$ cat src/sv/assert_macros.svh
// Assertion macros shared by the RPN operand stack RTL.
// Each macro expands to one labeled concurrent assertion with reset gating.
`ifndef ASSERT_MACROS_SVH
`define ASSERT_MACROS_SVH

// Implication checked in the same cycle.
`define ASSERT_IMP(lbl, clk, rst_n, ante, cons, msg) \
  lbl: assert property (@(posedge clk) disable iff (!rst_n) (ante) |-> (cons)) \
    else $error(msg);

// Implication checked in the next cycle.
`define ASSERT_NEXT(lbl, clk, rst_n, ante, cons, msg) \
  lbl: assert property (@(posedge clk) disable iff (!rst_n) (ante) |=> (cons)) \
    else $error(msg);

`endif

$ cat src/sv/rpn_stk_pkg.sv
// Shared types and constants of the RPN operand stack.
// No dependencies; used by every module of the block.
package rpn_stk_pkg;

  localparam int PORT_W      = 64;
  localparam int IN_TDATA_W  = 80;
  localparam int IN_TUSER_W  = 4;
  localparam int OUT_TDATA_W = 264;

  typedef logic [3:0] opcode_t;

  localparam opcode_t OP_CLX      = 4'd0;
  localparam opcode_t OP_CLEAR    = 4'd1;
  localparam opcode_t OP_DROP     = 4'd2;
  localparam opcode_t OP_LIFT     = 4'd3;
  localparam opcode_t OP_DROPY    = 4'd4;
  localparam opcode_t OP_ROLLUP   = 4'd5;
  localparam opcode_t OP_ROLLDOWN = 4'd6;
  localparam opcode_t OP_SWAPXY   = 4'd7;
  localparam opcode_t OP_SHUFFLE  = 4'd8;
  localparam opcode_t OP_FILL     = 4'd9;
  localparam opcode_t OP_SAVE     = 4'd10;
  localparam opcode_t OP_UNDO     = 4'd11;

  typedef struct packed {
    logic [7:0]        shuffle_order;
    logic              lift_enabled;
    logic [PORT_W-1:0] value;
    opcode_t           opcode;
  } item_t;

  typedef struct packed {
    logic              undo_available;
    logic [PORT_W-1:0] level_t;
    logic [PORT_W-1:0] level_z;
    logic [PORT_W-1:0] level_y;
    logic [PORT_W-1:0] level_x;
  } result_t;

endpackage

$ cat src/sv/rpn_stk_in_stage.sv
// Input register of the RPN operand stack: holds one accepted beat.
// Depends on rpn_stk_pkg.
module rpn_stk_in_stage (
  input  logic                clk,
  input  logic                rst_n,
  input  logic                in_valid,
  output logic                in_ready,
  input  rpn_stk_pkg::item_t  in_item,
  input  logic                advance,
  output logic                item_valid,
  output rpn_stk_pkg::item_t  item
);
  import rpn_stk_pkg::*;

  logic  valid_r, valid_nxt;
  item_t item_r;
  logic  load;

  // Free when empty or when the held beat moves on this cycle.
  assign in_ready = !valid_r || advance;
  assign load     = in_valid && in_ready;

  always_comb begin
    valid_nxt = valid_r;
    if (load) begin
      valid_nxt = 1'b1;
    end else if (advance) begin
      valid_nxt = 1'b0;
    end
  end

  always_ff @(posedge clk) begin
    if (!rst_n) begin
      valid_r <= 1'b0;
    end else begin
      valid_r <= valid_nxt;
    end
  end

  always_ff @(posedge clk) begin
    if (load) begin
      item_r <= in_item;
    end
  end

  assign item_valid = valid_r;
  assign item       = item_r;

endmodule

$ cat config.mk
export PLATFORM = sky130hd
export DESIGN_NAME = rpn_stk_in_stage
export DESIGN_NICKNAME = d
export VERILOG_FILES = /design/src/sv/assert_macros.svh /design/src/sv/rpn_stk_pkg.sv /design/src/sv/rpn_stk_in_stage.sv
export SDC_FILE = /design/constraint.sdc
export NUM_CORES = 1
export LEC_CHECK = 0
export ABC_CLOCK_PERIOD_IN_PS = 2050
export CAP_MARGIN = 10
export CELL_PAD_IN_SITES_DETAIL_PLACEMENT = 1
export CELL_PAD_IN_SITES_GLOBAL_PLACEMENT = 1
export CORE_MARGIN = 2
export CORE_UTILIZATION = 34
export CTS_CLUSTER_DIAMETER = 50
export DETAILED_ROUTE_END_ITERATION = 10
export DONT_BUFFER_PORTS = 1
export PLACE_DENSITY = 0.62
export SETUP_SLACK_MARGIN = 0.3
export SYNTH_ARGS = -nofsm -noshare
export SYNTH_HDL_FRONTEND = slang
export SYNTH_SLANG_ARGS = --single-unit
$ cat constraint.sdc
create_clock -name clk -period 2.05 [get_ports clk]
set_input_delay 0.1025 -clock clk [delete_from_list [all_inputs] [get_ports clk]]
set_output_delay 0.1025 -clock clk [all_outputs]
set_load 0.01 [all_outputs]
* Word level (Yosys, flattened, before mapping)
Cells that the tools add are included.
W data, S select, Z words.
** Cells by class
- Multiplexer cells :: 2
- Reductions and logical operators :: 4
** Operators by type and width (count)
- $mux W1 :: 2
- $reduce_bool A2 Y1 :: 1
- $logic_and A1 B1 Y1 :: 1
- $logic_not A1 Y1 :: 1
- $logic_or A1 B1 Y1 :: 1
** Word-level totals
- Bits in registers :: 78
- Input port bits :: 81
- Output and inout bits :: 79
- Word-level logic and storage cells :: 11

* Depth between registers and ports, before layout
- Depth in word-level cells :: 4
- Mapped depth :: 2
- Depth with buffers taken out :: 2

* Worst setup path after synthesis
No wires, ideal clock.
- Path type :: reg-to-reg
- Start :: register valid_r, in the netlist item_valid
- End :: register item_r, in the netlist item[0], enable pin
- Library setup time :: 0.381 ns
- Arrival :: 1.088 ns
- Required time :: 1.669 ns
- Slack :: 0.581 ns
- Cell stages (with the launch flop) :: 3
- Path buffers :: 0
- Cell sequence :: dfxtp_1 nand2b_4 and2_4
** Between the ends
- Word-level cells in the longest chain between the ends :: 3
** Ends and longest elaborated chain
- from (decl) :: RTL line rpn_stk_in_stage.sv:15 : logic valid_r, valid_nxt;
- from (signal assigned) :: RTL line rpn_stk_in_stage.sv:36 : valid_r <= valid_nxt;
- $logic_not A1 Y1 :: RTL line rpn_stk_in_stage.sv:20 : assign in_ready = !valid_r || advance;
- $logic_or A1 B1 Y1 :: RTL line rpn_stk_in_stage.sv:20
- net in_ready :: RTL line rpn_stk_in_stage.sv:7 : output logic in_ready,
- $logic_and A1 B1 Y1 :: RTL line rpn_stk_in_stage.sv:21 : assign load = in_valid && in_ready;
- net load :: RTL line rpn_stk_in_stage.sv:17 : logic load;
- to (signal assigned) :: RTL line rpn_stk_in_stage.sv:42 : item_r <= in_item;
- to (decl) :: RTL line rpn_stk_in_stage.sv:16 : item_t item_r;
The timed path passes the listed nets, and every way through them passes these cells.
A chain may end at the register's enable or synchronous reset.

* Worst setup path in the final report
- Start :: register valid_r, in the netlist item_valid
- End :: register item_r, in the netlist item[56], enable pin
The elaborated chain is that of the path after synthesis.

==> insert_results.sql <==
INSERT INTO impl_metrics (metric_group, metric, value, unit) VALUES
('run_status', 'outcome', 'completed', ''),
('min_path', 'min_delay_path_depth', '1', ''),
('grt', 'grt_pass1_vias', '1370', ''),
('timing', 'timing.final.ws_setup', '0.605', 'ns'),
('detailed_routing', 'first_pass_iters', '4', ''),
('job', 'cap_viol_max_count', '0', ''),
('yosys', 'synth_cell_type_count', '6', ''),
('grt', 'grt_antenna_before_repair', '0', ''),
('power_and_ir_drop', 'p_int', '2.57', 'mW'),
('clocking', 'h-tree-depth', '3', ''),
('timing', 'finalCriticalPeriod', '1.44', 'ns'),
('critical_path', 'start_kind', 'flop', ''),
('place', 'dp.final_hpwl', '3.07', 'mm'),
('timing', 'finalSetupViolCount', '0', ''),
('yosys', 'netlist_area', '2370', 'um2'),
('timing', 'timing_worst_slew_pin_value', '0.351', 'ns'),
('yosys', 'synth-async-reset-ratio', '0', ''),
('floorplan', 'dieHeight', '87.5', 'um'),
('yosys', 'synth_ff_type', 'sky130_fd_sc_hd__edfxtp_1', ''),
('power_and_ir_drop', 'leakagePower', '1.22', 'nW'),
('detailed_routing', 'via_count', '1182', ''),
('timing', 'setup_total_negative_slack', '0', 'ns'),
('yosys', 'post_synth.cell_area_avg', '28.9', 'um2'),
('timing', 'timing.fmax', '692', 'MHz'),
('detailed_routing', 'route.antenna.remaining_nets', '0', ''),
('place', 'numPlacedInstances', '163', ''),
('critical_path', 'worst_r2r_path_depth', '3', ''),
('yosys', 'synth_edf_count', '77', ''),
('floorplan', 'design.core.area', '6760', 'um2'),
('place', 'gpl_wtd_cong', '0.721', ''),
('yosys', 'synth_sequential_area_ratio', '0.984', ''),
('critical_path', 'timing.critical_path.to_type', 'flop', ''),
('floorplan', 'count_of_pins_on_the_block_boundary', '160', ''),
('clocking', 'ctsRootBufferMaster', 'sky130_fd_sc_hd__clkbuf_8', ''),
('timing', 'finalMaxSlewViolations', '0', ''),
('grt', 'grt_first_pass_wirelength', '7.83', 'mm'),
('grt', 'globalRouteTotalUtil', '0.151', ''),
('power_and_ir_drop', 'design_power_total', '3.32', 'mW'),
('clocking', 'clk_path_buf_depth', '2', ''),
('clocking', 'clkTransAtPathRegs', '0.09', 'ns'),
('clocking', 'cts_made_buffers', '9', ''),
('min_path', 'type_of_the_tightest_min_delay_check', 'in2reg', ''),
('cells_and_area', 'final_nets', '254', ''),
('critical_path', 'critical_path_start_end_classification', 'reg2reg', ''),
('critical_path', 'worst_ep_required_time', '2.06', 'ns'),
('timing', 'rsz0062_at_grt', 'false', ''),
('yosys', 'synth_cells', '82', ''),
('clocking', 'cts_resized', '0', ''),
('timing', 'hold_viol', '0', ''),
('critical_path', 'critical_path.cell_chain', 'nand2b_4 > and2_4 > buf_12', ''),
('cells_and_area', 'fillerInstances', '606', ''),
('yosys', 'syn_nets', '163', ''),
('place', 'io_buffers', '0', ''),
('place', 'pre_cts_slack', '0.638', 'ns'),
('floorplan', 'design.die.area', '7650', 'um2'),
('power_and_ir_drop', 'comb_power_share', '0.053', ''),
('cells_and_area', 'final_cell_count_no_fill', '258', ''),
('power_and_ir_drop', 'vdd_drop_max', '0.000466', 'V'),
('power_and_ir_drop', 'cellPowerDensity', '951', 'nW/um2'),
('power_and_ir_drop', 'seq_power_share', '0.589', ''),
('yosys', 'ys_seq_elements', '78', ''),
('yosys', 'synthDominantCellAreaShare', '0.976', ''),
('cells_and_area', 'area_growth_syn_to_layout', '47.4', '%'),
('yosys', 'synthMostInstantiatedCell', 'sky130_fd_sc_hd__edfxtp_1', ''),
('cells_and_area', 'drive_gt1_frac', '0.112', ''),
('yosys', 'synthTopCellsByArea', 'sky130_fd_sc_hd__edfxtp_1, sky130_fd_sc_hd__dfxtp_1, sky130_fd_sc_hd__nand2b_4', ''),
('critical_path', 'crit_path_max_incr_delay', '0.38', 'ns'),
('timing', 'clock-skew-final', '0.00888', 'ns'),
('timing', 'slew_limit_headroom', '0.766', ''),
('detailed_routing', 'detail_route.drc_violations', '0', ''),
('clocking', 'cts-hold-fix-buffers', '79', '');
==> per-layer routing <==
metal,share of wire,global-route usage,wire (um)
met2,0.54,0.247,2960
met5,0,0,0
met1,0.32,0.145,1740
met3,0.12,0.0948,666
met4,0.026,0.0853,145
==> logic make-up after synthesis <==
logic type | Yosys count | synth area share
AOI/OAI and AO/OA | 1 | 0.00475
and+or+nand+nor | 2 | 0.00950
buffers and inverters | 1 | 0.00158
DFF | 78 | 0.984
==> power groups by stage <==
stage | Clock, mW | Combinational, mW | Sequential [mW]
final | 1.19 | 0.175 | 1.95
after global routing | 1.28 | 0.191 | 1.97
after CTS | 1.22 | 0.171 | 1.95
after detailed placement | 0 | 0.0492 | 1.99
after global placement | 0 | 0.0465 | 1.99
after floorplan | 0 | 0.0334 | 1.97
==> final timing paths <==
path	from	slack [ns]	endpoint
setup reg to reg	item_valid	0.61	item[56]
setup / recovery	item_valid	0.61	item[56]
hold reg to reg	item_valid	0.89	item[13]
hold / removal	in_valid	0.11	item[13]
==> layout by cell type, fill, tap and decap left out <==
cell type                       count
sky130_fd_sc_hd__dfxtp_1            1
sky130_fd_sc_hd__inv_1              1
sky130_fd_sc_hd__buf_12             1
sky130_fd_sc_hd__inv_6              1
sky130_fd_sc_hd__edfxtp_1          77
sky130_fd_sc_hd__bufinv_16          1
sky130_fd_sc_hd__clkbuf_8           9
sky130_fd_sc_hd__dlygate4sd3_1     79
sky130_fd_sc_hd__and2_4             1
sky130_fd_sc_hd__a21boi_2           1
sky130_fd_sc_hd__clkinvlp_4         2
sky130_fd_sc_hd__nand2b_4           1
sky130_fd_sc_hd__inv_8              3
==> state kept, by name (all words and copies together), names as in the netlist <==
name	flops
item_valid	1
item	77
==> stage by stage <==
step / instance area (um2) / util
4_1_cts: 3490 / 0.517
5_1_grt: 3490 / 0.517
3_5_place_dp: 2490 / 0.369
6_report: 3490 / 0.517
3_3_place_gp: 2490 / 0.369
2_1_floorplan: 2370 / -
==> cell type report <==
| class | instances | area, um2 | area share |
|---|---|---|---|
| well taps | 80 | 100 | 0.0287 |
| repair buffers | 80 | 811 | 0.232 |
| flip-flops and latches | 78 | 2330 | 0.668 |
| clock inverters | 7 | 87.6 | 0.0251 |
| inverters | 1 | 3.75 | 0.00107 |
| multi-input cells | 3 | 33.8 | 0.00967 |
| clock buffers | 9 | 124 | 0.0355 |
==> worst max-delay path: cells and delay by family, from the launching register on <==
family                 cells  cell delay [ns]
and+or+nand+nor            2             0.37
buffers and inverters      1             0.33
DFF                        1             0.38
No activity file was read; power rests on OpenSTA's default activity.
